===== src/vst_pkg.sv =====
// ----------------------------------------------------------------------------
// vst_pkg
// Shared types, sizes and helpers for the vertex split by tangent unit.
// ----------------------------------------------------------------------------
package vst_pkg;

  // Table sizes
  localparam int unsigned MaxVertices    = 4096;
  localparam int unsigned SlotsPerVertex = 4;
  localparam int unsigned MaxOutVertices = 16384;

  localparam int unsigned VtxW   = 12;                          // vertex_index width
  localparam int unsigned AddrW  = $clog2(MaxVertices);         // row address width
  localparam int unsigned SlotW  = (SlotsPerVertex > 1) ? $clog2(SlotsPerVertex) : 1;
  localparam int unsigned FillW  = $clog2(SlotsPerVertex + 1);  // holds 0..SlotsPerVertex
  localparam int unsigned IdxW   = 14;                          // new_index width
  localparam int unsigned NextW  = $clog2(MaxOutVertices) + 1;  // duplicate counter width
  localparam int unsigned CountW = 13;                          // vertex_count width

  typedef enum logic [1:0] {
    StReused   = 2'd0,
    StFirst    = 2'd1,
    StDup      = 2'd2,
    StOverflow = 2'd3
  } status_e;

  typedef enum logic [1:0] {
    CtlClear,
    CtlIdle,
    CtlEval
  } ctl_state_e;

  typedef struct packed {
    logic            start_mesh;
    logic [VtxW-1:0] vertex_index;
    logic [31:0]     tangent_x;
    logic [31:0]     tangent_y;
    logic [31:0]     tangent_z;
    logic [31:0]     tangent_sign;
  } corner_t;

  typedef struct packed {
    logic [IdxW-1:0] new_index;
    status_e         status;
  } result_t;

  // One stored tangent and the index bound to it
  typedef struct packed {
    logic [31:0]     tan_x;
    logic [31:0]     tan_y;
    logic [31:0]     tan_z;
    logic [31:0]     tan_w;
    logic [IdxW-1:0] target;
  } slot_t;

  // One memory row: everything kept for one original vertex
  typedef struct packed {
    logic [FillW-1:0]               fill;
    slot_t [SlotsPerVertex-1:0]     slots;
  } row_t;

  // Controller to datapath
  typedef struct packed {
    logic             accept;      // capture the incoming corner
    logic             load_next;   // reload duplicate counter from vertex_count
    logic             clear;       // zero the row at clear_addr
    logic [AddrW-1:0] clear_addr;
    logic             eval;        // resolve the captured corner
    logic             fresh;       // table just cleared: treat the row as empty
  } ctl_cmd_t;

  function automatic logic is_nan(input logic [31:0] b);
    return (b[30:0] > 31'h7F80_0000);
  endfunction

  // IEEE equality on single bit patterns: +0 == -0, NaN never equal
  function automatic logic f_eq(input logic [31:0] a, input logic [31:0] b);
    logic [31:0] both;
    both = a | b;
    if (is_nan(a) || is_nan(b)) begin
      return 1'b0;
    end
    return (a == b) || (both[30:0] == 31'd0);
  endfunction

endpackage


===== src/vst_ctrl.sv =====
// ----------------------------------------------------------------------------
// vst_ctrl
// Sequencer: table clear sweep, corner capture and evaluation.
// ----------------------------------------------------------------------------
module vst_ctrl (
  input  logic              clk_i,
  input  logic              rst_ni,
  input  logic              start,
  input  logic              start_mesh_i,
  output logic              busy,
  output vst_pkg::ctl_cmd_t cmd_o
);
  import vst_pkg::*;

  ctl_state_e       state_q, state_d;
  logic [AddrW-1:0] cnt_q, cnt_d;
  logic             pend_q, pend_d;
  logic             accept;

  assign accept = start && (state_q == CtlIdle);

  always_comb begin
    state_d = state_q;
    cnt_d   = cnt_q;
    pend_d  = pend_q;
    unique case (state_q)
      CtlClear: begin
        cnt_d = cnt_q + AddrW'(1);
        if (cnt_q == AddrW'(MaxVertices - 1)) begin
          state_d = pend_q ? CtlEval : CtlIdle;
        end
      end
      CtlIdle: begin
        if (accept) begin
          pend_d = start_mesh_i;
          cnt_d  = '0;
          state_d = start_mesh_i ? CtlClear : CtlEval;
        end
      end
      CtlEval: begin
        state_d = CtlIdle;
      end
      default: begin
        state_d = CtlIdle;
      end
    endcase
  end

  always_comb begin
    cmd_o            = '0;
    cmd_o.accept     = accept;
    cmd_o.load_next  = accept && start_mesh_i;
    cmd_o.clear      = (state_q == CtlClear);
    cmd_o.clear_addr = cnt_q;
    cmd_o.eval       = (state_q == CtlEval);
    cmd_o.fresh      = pend_q;
  end

  assign busy = (state_q != CtlIdle);

  always_ff @(posedge clk_i or negedge rst_ni) begin
    if (!rst_ni) begin
      state_q <= CtlClear;
      cnt_q   <= '0;
      pend_q  <= 1'b0;
    end else begin
      state_q <= state_d;
      cnt_q   <= cnt_d;
      pend_q  <= pend_d;
    end
  end

endmodule


===== config.mk =====
export PLATFORM = sky130hd
export DESIGN_NAME = vst_ctrl
export DESIGN_NICKNAME = d
export VERILOG_FILES = /design/src/vst_pkg.sv /design/src/vst_ctrl.sv
export SDC_FILE = /design/constraint.sdc
export NUM_CORES = 1
export LEC_CHECK = 0
export ABC_CLOCK_PERIOD_IN_PS = 1980
export BUFFER_PORTS_ARGS = -buffer_cell sky130_fd_sc_hd__buf_2
export CAP_MARGIN = 10
export CELL_PAD_IN_SITES_DETAIL_PLACEMENT = 1
export CELL_PAD_IN_SITES_GLOBAL_PLACEMENT = 1
export CORE_MARGIN = 2
export CORE_UTILIZATION = 23
export CTS_BUF_LIST = sky130_fd_sc_hd__clkbuf_8 sky130_fd_sc_hd__clkbuf_16
export DETAILED_ROUTE_END_ITERATION = 16
export GPL_ROUTABILITY_DRIVEN = 1
export HOLD_SLACK_MARGIN = 0.08
export PLACE_DENSITY = 0.57
export SYNTH_ARGS = -nofsm -noshare
export SYNTH_HDL_FRONTEND = slang
export SYNTH_SLANG_ARGS = --single-unit

===== constraint.sdc =====
create_clock -name clk_i -period 1.98 [get_ports clk_i]
set_input_delay 0 -clock clk_i [delete_from_list [all_inputs] [get_ports clk_i]]
set_output_delay 0 -clock clk_i [all_outputs]
set_load 0.01 [all_outputs]

# Word-level counts from Yosys, hierarchy flattened
# Cells that the tools add are included.
# word_totals
ramBits	0
inputBits	4
memories	0
reg_bits	15
latch_bits	0
out_inout_bits	18
rom_bits	0
# op_classes
eq_ne	6
add_sub_neg	1
mux	7
mul	0
div	0
shift	0
n_lt_le_gt_ge	0
bitwise_logic	0
n_reduce_logical	7
# op_table
cell	n
12-bit one-hot mux with 2 select lines	1
12-bit by 1-bit adder with 12-bit output (second input constant)	1
12-bit == test (second input constant)	1
12-bit 2-to-1 mux	1
2-bit 2-to-1 mux	4
2-bit AND reduction	3
2-bit by 1-bit != test with 1-bit output (second input constant)	2
2-bit one-hot mux with 2 select lines	1
2-bit by 1-bit == test with 1-bit output (second input constant)	1
2-bit == test (second input constant)	1
1-bit logical AND	2
2-bit zero test	1
2-bit != test (second input constant)	1
2-bit nonzero test	1

# Logic depth before layout (Yosys ltp)
# depth
depth_word	4
depth_mapped	6

# Least setup slack after synthesis
# OpenSTA, ideal clock, no wires.
# synth_path
kind	register to register
startpoint	reg cnt_q[0]
endpoint	reg state_q[0]
arrival_ns	1.447
synth_period_minus_slack_ns	1.524
path_slack_ns	0.456
path_stages_with_launch	5
path_cell_list	dfrtp_1 > ha_1 > nand3_2 > or4_1 > a21oi_1
# synth_between
elab_chain_cells	3
# synth_lines
item	line_no	source
start, declared	vst_ctrl.sv:16	logic [AddrW-1:0] cnt_q, cnt_d;
start signal, assigned	vst_ctrl.sv:68	cnt_q <= cnt_d;
12-bit == test	vst_ctrl.sv:29	if (cnt_q == AddrW'(MaxVertices - 1)) begin
2-bit by 1-bit != test with 1-bit output (no source line)	-	
2-bit AND reduction (no source line)	-	
end signal, assigned	vst_ctrl.sv:63	state_q <= CtlClear;
end signal, assigned	vst_ctrl.sv:67	state_q <= state_d;
end, declared	vst_ctrl.sv:15	ctl_state_e state_q, state_d;
# Every way passes these cells.
# A chain may end at the register's enable or synchronous reset.

# Worst setup path in the final report
# layout_path
startpoint	reg state_q[1]
endpoint	reg cnt_q[10]
# layout_between
elab_chain_cells	4
word_cells_on_any_way	7
# layout_lines
item	line_no	source
2-bit by 1-bit == test with 1-bit output	vst_ctrl.sv:20, vst_ctrl.sv:26	
1-bit logical AND	vst_ctrl.sv:20	assign accept = start && (state_q == CtlIdle);
2-bit != test (no source line)	-	
2-bit AND reduction (no source line)	-	
# Parallel ways exist; a longest one is shown, timed or not.

==> out/qor.yml <==
timing:
  finalCritPeriodShare_pct: 82.9
  clock.fmax_ghz: 0.609
  max-slew-margin-rel_pct: 75.8
  hold_viol: 0
  skew_ps: 4.18
  fin_crit_ps: 1640
  tightest_slew_ps: 364
  grt_setup_unrepaired: "no"
  finalSetupViolCount: 0
  finalSetupTns_ps: 0
  slew_violations: 0
drt:
  ant_nets: 0
  vias: 741
  drc: 0
  routed_wirelength_um: 2200
  drt_iter0_drc: 13
  dr.pass1.iters: 2
  via_per_inst: 4.91
  wire_per_inst_um: 14.5
critical_path:
  crit_required_ps: 2100
  cp-end-kind: "flop"
  crit_arrival_ps: 1760
  critPathLaunchType: "flop"
  r2r-start: "state_q[1]$_DFFE_PN0P_"
  worstSetupPathType: "flop to flop"
  cp_max_fo: 11
  crit_path_start: "state_q[1]$_DFFE_PN0P_"
cts:
  clkLatencyLatePin_ps: 250
  cts_root_buf: "clkbuf_8"
  cts-buffers-inserted: 3
  clk_path_buf_depth: 2
  cts_sinks: 15
  htree_levels: 1
  cts-resized-gates: 0
  cts_tree: "done"
  clkTransAtPathRegs_ps: 70
floorplan:
  die_h_um: 64.4
  die-area_mm2: 0.00414
  io_pins: 22
  initial_core_util_pct: 24.5
  rows: 21
  fp.dieW_um: 64.4
  core_mm2: 0.00342
synth:
  ys_seq_elements: 15
  ys_types: 34
  syn_area_um2: 838
  synth_top_area_share_pct: 44.8
  synthCells: 84
  synthTopCellsByArea: "dfrtp_1 (45%), mux2i_1 (3.6%), o2bb2ai_1 (3.1%)"
  ys_warn_count: 0
  syn_avg_cell_area_um2: 9.98
  synth_async_sr_flop_share_pct: 100
  synth_top_flop_cell: "dfrtp_1"
  yosysSeqAreaShare_pct: 44.8
  yosysTopAreaCell: "dfrtp_1"
  synth_fp_nets: 89
  synth_edf_count: 0
pwr:
  total_leakage_power_nw: 0.468
  vdd_ir_drop_max_v: 0.000467
  pwr_density_cell_mw_per_mm2: 1220
global_routing:
  grt_start_max_net_pins: 16
  antenna_found_initial: 0
  grt_remaining_overflow: 0
  grt_pass1_vias: 765
  grt_pass1_wl_um: 3710
  grtUsageTotal_pct: 11.5
status:
  status: "finished, final reports clean"
layout:
  multiInputGateArea_um2: 398
  nFillCells: 424
  diodes: 0
  utilization_pct: 29.9
  drive_gt1_share_pct: 26.7
  ff_latch_area_um2: 375
  syn_to_final_growth_pct: 21.8
  nets: 111
placement:
  port-buffer-count: 21
  gp_congestion: 0.749
  hpwl_um: 1630
hold_path:
  hold_path_class: "primary input to asynchronous set/reset pin"
flow_run:
  cap_violations: 0
==> critical path, stage by stage, from the launching register on <==
cell       delay (ps)
dfrtp_1           480
nand4bb_1         430
o311ai_0          450
o41ai_1           140
==> metal layers <==
layer  up-vias  GRT usage, %  wire [µm]
met5         -             0          0
met4         0          3.19         13
met3         2          4.05        104
li1        358             -          -
met1       362          15.5       1110
met2        19          17.4        973
==> where the power goes <==
group	leakage, nW	total [mW]	switching (mW)	internal, mW
clock network	0.0255	0.256	0.117	0.140
logic	0.243	0.443	0.253	0.190
registers	0.200	0.546	0.148	0.398
==> layout make-up <==
class	count	share of cell area, %
clock buffers	3	4.04
clock inverters	1	0.490
inverters	5	1.84
multi-input cells	58	39.0
flip-flops and latches	15	36.8
well taps	46	5.64
repair buffers	23	12.3
==> Yosys cell counts, drive strengths merged (2+ instances only) <==
master    n
buf       4
dfrtp    15
inv       5
o311ai    4
o211ai    2
mux2i     3
o41ai     2
o2bb2ai   3
nor2b     3
nand2     6
nor4      3
or4       2
nand4     2
a21oi     2
clkbuf    2
or2       3
nand3b    2
nand3     6
nor2      2
o21ai     5
==> what timing repair did <==
action,4_1_cts,5_1_grt
setup buffers,0,0
hold endpoints to repair,16,0
hold buffers,2,0
==> cell families (layout without fill, tap and decap cells) <==
| group | after synthesis | after routing | synth area share (%) |
|---|---|---|---|
| simple gates | 33 | 33 | 24.0 |
| compound gates | 21 | 21 | 18.4 |
| flops | 15 | 15 | 44.8 |
| buf+inv | 11 | 32 | 7.76 |
| mux | 3 | 3 | 3.58 |
| fa+ha+maj | 1 | 1 | 1.49 |
==> metrics by stage <==
stage / cells / hold slack, ps / total power [mW] / instance area (µm²) / setup WS (ps)
final: 151 / 188 / 1.24 / 1020 / 339
after CTS: 151 / 193 / 1.26 / 1020 / 358
after global placement: 145 / -65.8 / 0.995 / 955 / 438
after floorplan: 84 / -296 / 0.839 / 838 / 456
after detailed placement: 145 / -57.0 / 0.998 / 955 / 389
after global routing: 151 / 211 / 1.35 / 1020 / 217
==> registers in the layout, indices dropped and copies added (netlist names) <==
register  count
state_q       2
pend_q        1
cnt_q        12
==> layout by cell type (no fill, tap or decap) <==
master / n
or2_1: 2
clkbuf_8: 3
mux2i_1: 3
dlygate4sd3_1: 2
or4_1: 2
o21ai_0: 5
nor2b_1: 3
dfrtp_1: 15
ha_1: 1
nand2_1: 6
nand3_2: 1
a221o_1: 1
o31ai_1: 1
nor4_1: 3
o41ai_1: 2
nand3_1: 5
nand4_2: 1
a21o_1: 1
clkinv_2: 1
inv_1: 5
o311ai_1: 1
o2bb2ai_1: 3
nand4_1: 1
a21oi_1: 2
and2_1: 1
o211ai_1: 2
or3_1: 1
nand3b_1: 2
nand4bb_1: 1
nor2_1: 2
or2b_1: 1
or2_2: 1
o311ai_0: 3
buf_2: 21
==> path summary, 6_finish.rpt <==
kind | to | slack, ps | cells after the start
min | cnt_q[3]$_DFFE_PN0P_ | 190 | 2
max reg2reg | cnt_q[10]$_DFFE_PN0P_ | 340 | 3
max | cnt_q[10]$_DFFE_PN0P_ | 340 | 3
max in group asynchronous | cnt_q[5]$_DFFE_PN0P_ | 1520 | 2
min in group clk_i | cnt_q[0]$_DFFE_PN0P_ | 190 | 4
min reg2reg | cnt_q[11]$_DFFE_PN0P_ | 500 | 1
(Power assumes the default switching activity.)
